==> config.mk <==
export PLATFORM = sky130hd
export DESIGN_NAME = sls_ctrl
export DESIGN_NICKNAME = d
export VERILOG_FILES = /design/src/rtl/core/sls_pkg.sv /design/src/rtl/core/sls_ctrl.sv
export SDC_FILE = /design/constraint.sdc
export NUM_CORES = 1
export LEC_CHECK = 0
export BUFFER_PORTS_ARGS = -buffer_cell sky130_fd_sc_hd__buf_4
export CORE_UTILIZATION = 35
export DETAILED_ROUTE_END_ITERATION = 7
export PLACE_DENSITY = 0.59
export SLEW_MARGIN = 25
export SYNTH_ARGS = -nofsm -noshare
export SYNTH_HDL_FRONTEND = slang
export SYNTH_SLANG_ARGS = --single-unit
==> constraint.sdc <==
create_clock -name clk -period 3 [get_ports clk]
set_input_delay 0.3 -clock clk [delete_from_list [all_inputs] [get_ports clk]]
set_output_delay 0.3 -clock clk [all_outputs]
set_load 0.02 [all_outputs]
==> src/rtl/core/sls_pkg.sv <==
package sls_pkg;

	localparam int MAX_N      = 4;
	localparam int IDX_W      = 2;
	localparam int SIZE_W     = 3;
	localparam int VAL_W      = 32;
	localparam int RES_W      = 64;
	localparam int NPERM      = 24;
	localparam int PERM_W     = 5;
	localparam int LIMBS      = 4;
	localparam int LIMB_W     = 2;
	localparam int PROD_W     = LIMBS * VAL_W;
	localparam int SUM_W      = PROD_W + 8;
	localparam int NUM_W      = SUM_W + 32;
	localparam int DIV_CNT_W  = 8;
	localparam int TDATA_IN_W = 32;
	localparam int TDATA_OUT_W = 72;

	localparam logic KIND_COEF = 1'b0;
	localparam logic KIND_RHS  = 1'b1;
	localparam logic RK_DET    = 1'b0;
	localparam logic RK_X      = 1'b1;

	localparam logic [1:0] STAT_OK       = 2'd0;
	localparam logic [1:0] STAT_SINGULAR = 2'd1;
	localparam logic [1:0] STAT_OVERFLOW = 2'd2;
	localparam logic [1:0] STAT_SEQ_ERR  = 2'd3;

	localparam logic REG_MATRIX_SIZE  = 1'b0;
	localparam logic REG_SOLVE_METHOD = 1'b1;

	// Permutations of four columns in lexicographic order; entry r sits in bits [2r+1:2r].
	localparam logic [2*MAX_N-1:0] PERM_TABLE [NPERM] = '{
		8'hE4, 8'hB4, 8'hD8, 8'h78, 8'h9C, 8'h6C,
		8'hE1, 8'hB1, 8'hC9, 8'h39, 8'h8D, 8'h2D,
		8'hD2, 8'h72, 8'hC6, 8'h36, 8'h4E, 8'h1E,
		8'h93, 8'h63, 8'h87, 8'h27, 8'h4B, 8'h1B
	};
	localparam logic [NPERM-1:0] PERM_ODD = 24'h666666;

	typedef enum logic [3:0] {
		ST_LOAD, ST_PERM, ST_FETCH, ST_MUL, ST_ACC, ST_PASS_END,
		ST_DIV, ST_EMIT_DET, ST_EMIT_SING, ST_EMIT_X
	} state_t;

	typedef enum logic [2:0] {
		EM_NONE, EM_SEQ_ERR, EM_DET, EM_SING, EM_X
	} emit_t;

	typedef struct packed {
		logic              wr_coef;
		logic              wr_rhs;
		logic [IDX_W-1:0]  wr_row;
		logic [IDX_W-1:0]  wr_col;
		logic              fetch;
		logic [IDX_W-1:0]  row;
		logic [IDX_W-1:0]  col;
		logic              repl_en;
		logic [IDX_W-1:0]  repl_col;
		logic              prod_init;
		logic              prod_odd;
		logic              mul_step;
		logic [LIMB_W-1:0] limb;
		logic              sum_clr;
		logic              sum_acc;
		logic              det_save;
		logic              div_init;
		logic              div_step;
		emit_t             emit;
		logic [IDX_W-1:0]  emit_idx;
		logic              emit_last;
		logic [SIZE_W-1:0] n;
	} cmd_t;

	typedef struct packed {
		logic out_free;
		logic sum_zero;
	} status_t;

	function automatic logic [IDX_W-1:0] perm_col(input logic [PERM_W-1:0] k,
		input logic [IDX_W-1:0] r);
		logic [2*MAX_N-1:0] entry;
		entry = PERM_TABLE[k];
		return entry[{r, 1'b0} +: IDX_W];
	endfunction

	// A permutation serves an order-n system when it leaves every row from n upward in place.
	function automatic logic perm_fits(input logic [PERM_W-1:0] k,
		input logic [SIZE_W-1:0] n);
		logic ok;
		ok = 1'b1;
		for (int i = 0; i < MAX_N; i++) begin
			if (i >= int'(n) && perm_col(k, IDX_W'(i)) != IDX_W'(i)) ok = 1'b0;
		end
		return ok;
	endfunction

endpackage

==> src/rtl/core/sls_ctrl.sv <==
module sls_ctrl (
	input  logic                          clk,
	input  logic                          arst_n,
	input  logic                          s_tvalid,
	output logic                          s_tready,
	input  logic                          s_tuser,
	input  logic                          cfg_we,
	input  logic                          cfg_index,
	input  logic [sls_pkg::SIZE_W-1:0]    cfg_data,
	input  sls_pkg::status_t              status,
	output sls_pkg::cmd_t                 cmd
);

	sls_pkg::state_t state_q, state_d;
	logic [sls_pkg::SIZE_W-1:0]    msize_q;
	logic [sls_pkg::SIZE_W-1:0]    n_eff;
	logic [sls_pkg::IDX_W-1:0]     nm1;
	logic [sls_pkg::IDX_W-1:0]     ld_row_q, ld_col_q, row_q, col_q;
	logic                          ld_rhs_q, det_pass_q;
	logic [sls_pkg::PERM_W-1:0]    perm_q;
	logic [sls_pkg::LIMB_W-1:0]    limb_q;
	logic [sls_pkg::DIV_CNT_W-1:0] div_cnt_q;
	logic acc, mismatch, load_done, fits, perm_last, row_last, emit_fire;

	always_comb begin
		if (msize_q == '0) n_eff = sls_pkg::SIZE_W'(1);
		else if (msize_q > sls_pkg::SIZE_W'(sls_pkg::MAX_N)) n_eff = sls_pkg::SIZE_W'(sls_pkg::MAX_N);
		else n_eff = msize_q;
	end
	assign nm1       = sls_pkg::IDX_W'(n_eff - sls_pkg::SIZE_W'(1));
	assign acc       = s_tvalid && s_tready;
	assign mismatch  = s_tuser != ld_rhs_q;
	assign load_done = acc && !mismatch && ld_rhs_q && (ld_row_q == nm1);
	assign fits      = sls_pkg::perm_fits(perm_q, n_eff);
	assign perm_last = perm_q == sls_pkg::PERM_W'(sls_pkg::NPERM - 1);
	assign row_last  = row_q == nm1;
	assign emit_fire = status.out_free;

	always_comb begin
		state_d = state_q;
		case (state_q)
			sls_pkg::ST_LOAD: if (load_done) state_d = sls_pkg::ST_PERM;
			sls_pkg::ST_PERM: begin
				if (fits) state_d = sls_pkg::ST_FETCH;
				else if (perm_last) state_d = sls_pkg::ST_PASS_END;
			end
			sls_pkg::ST_FETCH: state_d = sls_pkg::ST_MUL;
			sls_pkg::ST_MUL: begin
				if (limb_q == sls_pkg::LIMB_W'(sls_pkg::LIMBS - 1))
					state_d = row_last ? sls_pkg::ST_ACC : sls_pkg::ST_FETCH;
			end
			sls_pkg::ST_ACC: state_d = perm_last ? sls_pkg::ST_PASS_END : sls_pkg::ST_PERM;
			sls_pkg::ST_PASS_END: begin
				if (!det_pass_q) state_d = sls_pkg::ST_DIV;
				else if (status.sum_zero) state_d = sls_pkg::ST_EMIT_SING;
				else state_d = sls_pkg::ST_EMIT_DET;
			end
			sls_pkg::ST_DIV: begin
				if (div_cnt_q == sls_pkg::DIV_CNT_W'(sls_pkg::NUM_W - 1)) state_d = sls_pkg::ST_EMIT_X;
			end
			sls_pkg::ST_EMIT_DET: if (emit_fire) state_d = sls_pkg::ST_PERM;
			sls_pkg::ST_EMIT_SING: if (emit_fire) state_d = sls_pkg::ST_LOAD;
			sls_pkg::ST_EMIT_X: begin
				if (emit_fire) state_d = (col_q == nm1) ? sls_pkg::ST_LOAD : sls_pkg::ST_PERM;
			end
			default: state_d = sls_pkg::ST_LOAD;
		endcase
	end

	always_comb begin
		cmd           = '0;
		cmd.emit      = sls_pkg::EM_NONE;
		cmd.n         = n_eff;
		cmd.wr_row    = ld_row_q;
		cmd.wr_col    = ld_col_q;
		cmd.row       = row_q;
		cmd.col       = sls_pkg::perm_col(perm_q, row_q);
		cmd.repl_en   = !det_pass_q;
		cmd.repl_col  = col_q;
		cmd.prod_odd  = sls_pkg::PERM_ODD[perm_q];
		cmd.limb      = limb_q;
		cmd.emit_idx  = col_q;
		cmd.emit_last = col_q == nm1;
		s_tready      = 1'b0;
		case (state_q)
			sls_pkg::ST_LOAD: begin
				s_tready = status.out_free;
				if (acc) begin
					if (mismatch) cmd.emit = sls_pkg::EM_SEQ_ERR;
					else if (s_tuser == sls_pkg::KIND_COEF) cmd.wr_coef = 1'b1;
					else begin
						cmd.wr_rhs  = 1'b1;
						cmd.sum_clr = load_done;
					end
				end
			end
			sls_pkg::ST_PERM:  cmd.prod_init = fits;
			sls_pkg::ST_FETCH: cmd.fetch = 1'b1;
			sls_pkg::ST_MUL:   cmd.mul_step = 1'b1;
			sls_pkg::ST_ACC:   cmd.sum_acc = 1'b1;
			sls_pkg::ST_PASS_END: begin
				if (!det_pass_q) cmd.div_init = 1'b1;
				else if (!status.sum_zero) cmd.det_save = 1'b1;
			end
			sls_pkg::ST_DIV: cmd.div_step = 1'b1;
			sls_pkg::ST_EMIT_DET: begin
				if (emit_fire) begin
					cmd.emit    = sls_pkg::EM_DET;
					cmd.sum_clr = 1'b1;
				end
			end
			sls_pkg::ST_EMIT_SING: if (emit_fire) cmd.emit = sls_pkg::EM_SING;
			sls_pkg::ST_EMIT_X: begin
				if (emit_fire) begin
					cmd.emit    = sls_pkg::EM_X;
					cmd.sum_clr = 1'b1;
				end
			end
			default: cmd.emit = sls_pkg::EM_NONE;
		endcase
	end

	always_ff @(posedge clk or negedge arst_n) begin
		if (!arst_n) begin
			state_q    <= sls_pkg::ST_LOAD;
			msize_q    <= sls_pkg::SIZE_W'(sls_pkg::MAX_N);
			ld_row_q   <= '0;
			ld_col_q   <= '0;
			ld_rhs_q   <= 1'b0;
			det_pass_q <= 1'b0;
			perm_q     <= '0;
			row_q      <= '0;
			col_q      <= '0;
			limb_q     <= '0;
			div_cnt_q  <= '0;
		end else begin
			state_q <= state_d;
			if (cfg_we && cfg_index == sls_pkg::REG_MATRIX_SIZE) begin
				msize_q  <= cfg_data;
				ld_row_q <= '0;
				ld_col_q <= '0;
				ld_rhs_q <= 1'b0;
			end else if (acc && !mismatch) begin
				if (!ld_rhs_q) begin
					if (ld_col_q == nm1) begin
						ld_col_q <= '0;
						if (ld_row_q == nm1) begin
							ld_row_q <= '0;
							ld_rhs_q <= 1'b1;
						end else ld_row_q <= ld_row_q + 1'b1;
					end else ld_col_q <= ld_col_q + 1'b1;
				end else if (ld_row_q == nm1) begin
					ld_row_q <= '0;
					ld_rhs_q <= 1'b0;
				end else ld_row_q <= ld_row_q + 1'b1;
			end
			if (load_done) det_pass_q <= 1'b1;
			else if (state_q == sls_pkg::ST_EMIT_DET && emit_fire) det_pass_q <= 1'b0;
			if (state_d == sls_pkg::ST_PERM && state_q != sls_pkg::ST_PERM &&
				state_q != sls_pkg::ST_ACC) perm_q <= '0;
			else if (((state_q == sls_pkg::ST_PERM && !fits) || state_q == sls_pkg::ST_ACC) &&
				!perm_last) perm_q <= perm_q + 1'b1;
			if (state_q == sls_pkg::ST_PERM) row_q <= '0;
			else if (state_q == sls_pkg::ST_MUL && limb_q == sls_pkg::LIMB_W'(sls_pkg::LIMBS - 1) &&
				!row_last) row_q <= row_q + 1'b1;
			if (state_q == sls_pkg::ST_FETCH) limb_q <= '0;
			else if (state_q == sls_pkg::ST_MUL) limb_q <= limb_q + 1'b1;
			if (state_q == sls_pkg::ST_EMIT_DET && emit_fire) col_q <= '0;
			else if (state_q == sls_pkg::ST_EMIT_X && emit_fire) col_q <= col_q + 1'b1;
			if (state_q == sls_pkg::ST_PASS_END) div_cnt_q <= '0;
			else if (state_q == sls_pkg::ST_DIV) div_cnt_q <= div_cnt_q + 1'b1;
		end
	end

	a_ready_only_loading: assert property (@(posedge clk) disable iff (!arst_n)
		s_tready |-> state_q == sls_pkg::ST_LOAD)
		else $error("input taken outside the load phase");
	a_emit_needs_room: assert property (@(posedge clk) disable iff (!arst_n)
		cmd.emit != sls_pkg::EM_NONE |-> status.out_free)
		else $error("result issued while the output register is full");
	a_div_exit: assert property (@(posedge clk) disable iff (!arst_n)
		state_q == sls_pkg::ST_DIV |=> state_q == sls_pkg::ST_DIV || state_q == sls_pkg::ST_EMIT_X)
		else $error("division left early");
	a_load_row_range: assert property (@(posedge clk) disable iff (!arst_n)
		state_q == sls_pkg::ST_LOAD |-> ld_row_q <= nm1)
		else $error("load row beyond matrix order");

endmodule

### Word-level counts from Yosys, hierarchy flattened

Memories as Yosys holds them, arrays and structs flattened.
Cells that the tools add are included.

* output and inout port bits: 34
* memory bits (writable): 0
* bits of input ports: 11
* memories kept: 2
* latch bits: 0
* word-level logic and storage cells: 168
* register bits: 32
* ROM bits: 288

* equality and inequality tests: 24
* multiply operators: 0
* order comparisons: 7
* $add $sub $neg: 8
* shift operators: 1
* muxes and demuxes: 76
* bitwise operators: 2
* reductions and logical operators: 37
* div/mod/pow operators: 0

Memory list
* (name not given): words 32, width 8, read ports 1, clocked after Yosys merged registers in 0, wr ports 0, line sls_pkg.sv:83 `entry = PERM_TABLE[k];`
* (name not given): words 32, width 1, read ports 1, clocked after Yosys merged registers in 0, wr ports 0, line sls_ctrl.sv:80 `cmd.prod_odd = sls_pkg::PERM_ODD[perm_q];`

Operators with widths (number)
* 2-bit two-way mux: 21
* 4-bit two-way mux: 10
* 4-bit case mux with 10 select lines: 1
* 8-bit two-way mux: 4
* 1-bit two-way mux: 31
* 1-bit logical AND: 17
* 4-bit by 3-bit == test with 1-bit output (second input constant): 4
* 2-bit nonzero test: 8
* 3-bit two-way mux: 5
* 3-bit case mux with 4 select lines: 1
* 2-bit by 1-bit adder with 2-bit output (second input constant): 5
* 5-bit two-way mux: 2
* 8-bit by 1-bit adder with 8-bit output (second input constant): 1
* 2-bit == test: 4
* 4-bit by 1-bit == test with 1-bit output (second input constant): 2
* 4-bit by 2-bit == test with 1-bit output (second input constant): 2
* 4-bit == test (second input constant): 2
* 8-bit == test (second input constant): 1
* 8-bit by 4-bit indexed part select with 2-bit output: 1
* 1-bit by 3-bit >= comparator with 1-bit output (first input constant): 2
* 2-bit by 3-bit >= comparator with 1-bit output (first input constant): 2
* 6-bit >= comparator (second input constant): 1
* 5-bit by 6-bit less-than comparator with 1-bit output (second input constant): 1
* 5-bit NOT with 6-bit output: 1
* 19 further kinds: 26

### Depth between registers and ports, before layout

Gate-level depths: netlist of run 1.

* word-level depth: 16
* depth in mapped cells: 10
* depth with buffers taken out: 9

### Worst setup path after synthesis of run 1

No wires, ideal clock.

* path kind: register -> register
* start: reg msize_q[2] (netlist bit)
* end: reg perm_q[0] (netlist bit)
* arrival time: 2.434 ns
* buffers on the path: 1
* required time: 2.873 ns
* stages on the path, launching flop included: 11
* setup time: 0.127 ns
* path slack: 0.439 ns
* clock period less this slack: 2.561 ns
* cells stage by stage: dfstp_2 inv_1 nand2_1 ha_1 clkbuf_1 xnor2_1 nor4_1 o21ai_1 or4_4 a41oi_4 nor2_1

* word-level cells in the longest chain between the ends: 15
* elaborated cells on any way between the ends: 37
* those cells by class: add/sub (1); order compare (5); eq/ne (4); mux (14); reduce/logical (13)

RTL lines
* start, declared: line sls_ctrl.sv:15 `logic [sls_pkg::SIZE_W-1:0] msize_q;`
* start signal, assigned: line sls_ctrl.sv:126 `msize_q <= sls_pkg::SIZE_W'(sls_pkg::MAX_N);`
* start signal, assigned: line sls_ctrl.sv:139 `msize_q <= cfg_data;`
* 3-bit > comparator: line sls_ctrl.sv:27 `else if (msize_q > sls_pkg::SIZE_W'(sls_pkg::MAX_N)) n_eff = sls_pkg::SIZE_W'(sls_pkg::MAX_N);`
* 3-bit two-way mux: line sls_ctrl.sv:27
* 3-bit two-way mux *: line sls_ctrl.sv:26 `if (msize_q == '0) n_eff = sls_pkg::SIZE_W'(1);`
* 1-bit by 3-bit >= comparator with 1-bit output: line sls_pkg.sv:93 `if (i >= int'(n) && perm_col(k, IDX_W'(i)) != IDX_W'(i)) ok = 1'b0;`
* 1-bit logical AND: line sls_pkg.sv:93
* 1-bit two-way mux (4 in a row): line sls_pkg.sv:93
* 4-bit two-way mux: line sls_ctrl.sv:44 `if (fits) state_d = sls_pkg::ST_FETCH;`
* 4-bit case mux with 10 select lines: line sls_ctrl.sv:41 `case (state_q)`
* 4-bit by 1-bit == test with 1-bit output: line sls_ctrl.sv:159 `if (state_d == sls_pkg::ST_PERM && state_q != sls_pkg::ST_PERM &&`
* 1-bit logical AND (2 in a row): line sls_ctrl.sv:159
* 5-bit two-way mux or 2-bit nonzero test (tied branches)
* end signal, assigned: line sls_ctrl.sv:131 `perm_q <= '0;`
* end, declared: line sls_ctrl.sv:20 `logic [sls_pkg::PERM_W-1:0] perm_q;`

Every way passes the cells marked *; elsewhere a longest branch is shown, timed or not.
A chain may end at the register's enable or synchronous reset.

==> flow_summary.ini, run 1 <==
[run_status]
status = finished, final reports clean

[routing]
drc_errors = 0
ant_nets = 0
drtIter0Drc = 108
wl_um = 6213
vias = 2292
first_pass_iters = 4
post_drt_wl_per_cell_um = 14.02
viasPerCell = 5.174

[setup_path]
r2r_start = msize_q[2]
critPathCapture = cmd[18]
r2r-end = perm_q[1]
critPathLaunch = perm_q[1]
endpoint_kind = output pin
crit_arrival_ns = 2.44
required_ns = 2.70
crit_fanout = 7
start_kind = flop
crit_type = reg2out
r2r_cells = 9
rrSetupSlack_ns = 0.34

[global_routing]
grt_use_total_pct = 17.97
grt_pass1_vias = 2246
antenna_found_initial = 0
overflow = 0
grt_max_degree = 33
grt_pass1_wl_um = 10780

[sta]
rsz0062_at_grt = no
relSlewSlack_pct = 45.84
period_share_pct = 91.25
finalSetupViolations = 0
max_clock_freq_ghz = 0.3653
finClkSkew_ns = 0.007938
tightest_slew_ns = 0.8108
hold_ws_ns = 0.2174
maxSlewViolCount = 0
fin_crit_ns = 2.737
hold_violations = 0
finalSetupTns_ns = 0

[cts]
cts_buffer_depth = 2
worstSkewPairLatency_ns = 0.28
cts_max_level = 2
numCtsBuffers = 5
post_cts_buffers = 0
cts_tree = yes
clock-sinks = 32
cts-root-buf = clkbuf_8
clkTransAtPathRegs_ns = 0.07

[floorplan]
dieArea_mm2 = 0.007598
initial_core_util_pct = 36.76
core_area_mm2 = 0.006907
std_cell_rows = 30
pin_count = 45
die_x_um = 87.17
die_h_um = 87.17

[synthesis]
syn_area_mm2 = 0.002539
synth_cell_type_count = 65
ys_ff_latch = 32
ys.flop_type = dfrtp_1
yosys_warnings = 0
async_flop_share_pct = 100.0
synth_area_per_cell_um2 = 8.462
synthCells = 300
synth_seq_area_share_pct = 31.59
syn-num-nets = 326
synth_edf_count = 0

[pwr]
powerDensity_mw_per_mm2 = 773.4
leakagePower_nw = 1.385
vdd_drop_max_v = 0.0004597
power.total_w = 0.002373

[layout]
final_common_cell = buf_4
num_antenna_cells = 0
fill_cells = 733
layout.nets = 373
area_growth_pct = 20.85
drive_gt1_share_pct = 25.07
layout_common_cells = buf_4 (51), nor2_1 (35), nand2_1 (32), dfrtp_1 (31), inv_1 (18)

[min_path]
hp-class = in2reg
hold_start = cfg_data[1]

[placement]
dp_hpwl_um = 4861
numPortBuffers = 44
place.gp.congestion = 0.8402

[run]
maxCapViolations = 0
[area by class of cell]
class | count | area (um2) | area share, %
Clock buffer | 6 | 72.57 | 2.365
Clock inverter | 1 | 5.005 | 0.1631
Inverter | 19 | 71.32 | 2.325
Multi-Input combinational cell | 237 | 1604 | 52.28
Sequential cell | 32 | 802.0 | 26.14
Tap cell | 96 | 120.1 | 3.915
Timing Repair Buffer | 52 | 392.9 | 12.81
[per-layer routing]
layer / up-vias / track usage (%) / routed length (um)
li1: 1161 / - / -
met1: 1082 / 24.26 / 2984
met3: 0 / 3.223 / 239
met2: 49 / 29.56 / 2989
met5: - / 0 / 0
met4: 0 / 4.918 / 0
[cell usage after synthesis (4+ instances only)]
cell type,count,area share [%]
a211oi_1,4,1.2
a21oi_1,14,2.8
and3_1,6,1.5
clkbuf_1,5,0.74
dfrtp_1,31,31
ha_1,15,7.4
inv_1,18,2.7
mux2_2,5,2.2
nand2_1,33,4.9
nand2b_1,6,1.5
nand3_1,9,1.8
nand4_1,4,0.99
nor2_1,35,5.2
nor2b_1,4,0.99
nor3_1,10,2.0
nor4_1,6,1.5
o211ai_1,4,1.2
o21ai_0,17,3.4
xnor2_1,10,3.4
xor2_1,4,1.4
[kinds of logic after synthesis]
| kind of cell | Yosys count | share of synthesized area, % |
|---|---|---|
| flip-flops | 32 | 31.59 |
| adder cells (fa/ha/maj) | 15 | 7.393 |
| buffers and inverters | 31 | 5.618 |
| AND/OR/NAND/NOR | 138 | 28.68 |
| AO/OA/AOI/OAI | 62 | 18.48 |
| XOR/XNOR | 14 | 4.830 |
| multiplexers | 8 | 3.401 |
[critical path, stage by stage (launching register included)]
cell and delay, ns:
dfrtp_1 0.38, inv_1 0.15, ha_1 0.35, a2111oi_2 0.42, o311ai_2 0.21, a211oi_1 0.23, nor2_1 0.08, nor2_1 0.17
buf_4 0.18
[stage by stage]
step	std cells	worst slack (ns)	instance area [um2]	utilization (%)
after floorplan	300	0.4389	2539	-
after global placement	435	0.3346	2970	43.01
after detailed placement	435	0.2418	2970	43.01
after CTS	443	0.05274	3058	44.28
after global routing	443	0.009156	3068	44.42
final	443	0.2626	3068	44.42
[sequential cells by signal, summed over array words and instances, names as in the netlist]
name / count
col_q: 2
det_pass_q: 1
div_cnt_q: 8
ld_col_q: 2
ld_rhs_q: 1
ld_row_q: 2
limb_q: 2
msize_q: 3
perm_q: 5
row_q: 2
state_q: 4
[how the worst min path moves through the flow]
| stage | end | slack (ns) | cells after the start |
|---|---|---|---|
| after CTS | msize_q[1] | 0.22 | 3 |
| after global routing | msize_q[1] | 0.24 | 3 |
| after floorplan | col_q[0] | 0.004 | 0 |
| after global placement | div_cnt_q[5] | 0.27 | 1 |
| final | msize_q[1] | 0.22 | 3 |
| after detailed placement | div_cnt_q[5] | 0.28 | 1 |
[report_power, final]
part           switching, W  total (W)  internal (W)  leakage (nW)
clock              0.000160   0.000318      0.000158        0.0410
combinational      0.000801    0.00141      0.000613         0.924
sequential         0.000121   0.000640      0.000519         0.419
total               0.00108    0.00237       0.00129          1.38
[what timing repair did]
item	CTS	global route
resized for setup	0	3
endpoints found under the setup margin	0	1
hold endpoints to repair	31	0
hold buffers	1	0
(Power assumes the default switching activity.)
==> run 2, diff against run 1 <==
--- a/config.mk
+++ b/config.mk
@@ -6,9 +6,9 @@
 export NUM_CORES = 1
 export LEC_CHECK = 0
 export BUFFER_PORTS_ARGS = -buffer_cell sky130_fd_sc_hd__buf_4
-export CORE_UTILIZATION = 35
+export CORE_UTILIZATION = 56
 export DETAILED_ROUTE_END_ITERATION = 7
-export PLACE_DENSITY = 0.59
+export PLACE_DENSITY = 0.85
 export SLEW_MARGIN = 25
 export SYNTH_ARGS = -nofsm -noshare
 export SYNTH_HDL_FRONTEND = slang
==> run 2 against run 1 <==
Critical path depth did not move; non-clock buffer count is 1 lower; flip-flop and latch count is the same; core utilization is 25 points higher; hold slack better by 0.030 ns; combinational power is essentially flat; die area shrank 37%; worst setup slack got worse by 0.096 ns; first-iteration DRC count down 5.6%; global-route usage is 7.7 points higher.
==> flow_summary.ini, run 2 (synthesized netlist as in run 1, its figures left out) <==
[layout]
layout_common_cells = buf_4 (50), nor2_1 (35), nand2_1 (33), dfrtp_1 (31), inv_1 (18)
postLayoutCoreUtil_pct = 69.37
reg_top3 = div_cnt_q x8, perm_q x5, state_q x4
final_common_cell = buf_4
area_growth_pct = 18.97
final_area_mm2 = 0.003020
top_register = div_cnt_q
largest_reg_flops = 8
num_antenna_cells = 0
drive_gt1_share_pct = 25.36
layout.nets = 372

[sta]
period_share_pct = 94.44
hold_ws_ns = 0.2476
tightest_slew_ns = 0.7471
max_clock_freq_ghz = 0.3530
finClkSkew_ns = 0.008009
rsz0062_at_grt = no
maxSlewViolCount = 0
hold_violations = 0
finalSetupViolations = 0
fin_crit_ns = 2.833
relSlewSlack_pct = 50.09
finalSetupTns_ns = 0

[global_routing]
grt_use_total_pct = 25.62
grt_pass1_wl_um = 10150
antenna_found_initial = 0
overflow = 0
grt_pass1_vias = 2254
grt_max_degree = 33

[pwr]
switchingPower_w = 0.001107
clockPowerShare_pct = 14.3
pwr-share-seq_pct = 26.5
vdd_drop_max_v = 0.0005601
p_int_w = 0.001319
power.total_w = 0.002426
powerDensity_mw_per_mm2 = 803.1
leakagePower_nw = 1.390
swShare_pct = 45.63
combPwrFrac_pct = 59.3

[setup_path]
cpPeakStageDelay_ns = 0.41
required_ns = 2.70
cp_slowest_cell = a2111oi_2
critical_path.cell_chain = inv_1, ha_2, a2111oi_2, o311ai_2, a211oi_1, nor2_1, nor2_1, buf_4
crit_arrival_ns = 2.53
crit_fanout = 7
endpoint_kind = output pin
r2r_cells = 9
crit_type = reg2out
start_kind = flop
critPathLaunch = perm_q[1]
crit_top_cell = nor2_1
r2r_start = msize_q[2]

[routing]
ant_nets = 0
vias = 2346
drc_errors = 0
post_drt_wl_per_cell_um = 15.01
viasPerCell = 5.880
wl_um = 5990
first_pass_iters = 6
drtIter0Drc = 102

[floorplan]
die_h_um = 69.33
core_area_mm2 = 0.004354
pin_count = 45
std_cell_rows = 24
die_x_um = 69.33
initial_core_util_pct = 58.30
dieArea_mm2 = 0.004807

[cts]
post_cts_buffers = 0
clkTransAtPathRegs_ns = 0.07
cts-root-buf = clkbuf_8
cts_tree = yes
cts_max_level = 2
clock-sinks = 32
cts_buffer_depth = 2
worstSkewPairLatency_ns = 0.28
numCtsBuffers = 5

[placement]
dp_hpwl_um = 4416
place_area_mm2 = 0.002908
numPortBuffers = 44
place.gp.congestion = 0.8514

[min_path]
min_path_cells = 2
hold_start = cfg_data[0]
hp-class = in2reg

[run_status]
status = finished, final reports clean

[run]
maxCapViolations = 0
## run 2: layout make-up
cell class                      instances  area, um2
Fill cell                             349       1334
Inverter                               19      71.32
Clock buffer                            6      82.58
Clock inverter                          2      10.01
Tap cell                               52      65.06
Sequential cell                        32      802.0
Multi-Input combinational cell        237       1604
Timing Repair Buffer                   51      385.4
## run 2: critical path: cells and delay by family (launching register included)
family                   cells  cell delay (ns)
AO/OA/AOI/OAI                3             0.91
adder cells (fa/ha/maj)      1             0.36
AND/OR/NAND/NOR              2             0.29
buffers and inverters        2             0.33
flip-flops                   1             0.37
## run 2: power groups by stage
stage	Combinational (W)	Sequential, W	Clock, W
after floorplan	0.000967	0.000666	0
after global placement	0.00137	0.000642	0
after detailed placement	0.00140	0.000644	0
after CTS	0.00142	0.000638	0.000350
after global routing	0.00155	0.000660	0.000376
final	0.00144	0.000642	0.000346
## run 2: timing repair
item / CTS / global route
setup endpoints to repair: 0 / 2
resized for setup: 0 / 3
hold buffers: 1 / 0
endpoints found under the hold margin: 31 / 0
## run 2: worst paths after layout
check | end | slack (ns)
max in group asynchronous | msize_q[2] | 2.18
min in group asynchronous | limb_q[0] | 0.49
max | cmd[18] | 0.17
min reg2reg | div_cnt_q[5] | 0.52
min | msize_q[0] | 0.25
max reg2reg | perm_q[0] | 0.23
## run 2: metrics by stage
| stage | setup slack, ns | std cells |
|---|---|---|
| after global placement | 0.3926 | 390 |
| final | 0.1669 | 399 |
| after global routing | 0.01943 | 399 |
| after floorplan | 0.4389 | 300 |
| after CTS | 0.09161 | 399 |
| after detailed placement | 0.3300 | 390 |
## run 2: metal layers
layer	vias to the layer above	part of all wire, %	track usage [%]
li1	1156	-	-
met1	1122	45	33.40
met2	57	50	44.66
met3	11	4.8	5.087
met4	0	0.97	4.082
met5	-	0	0
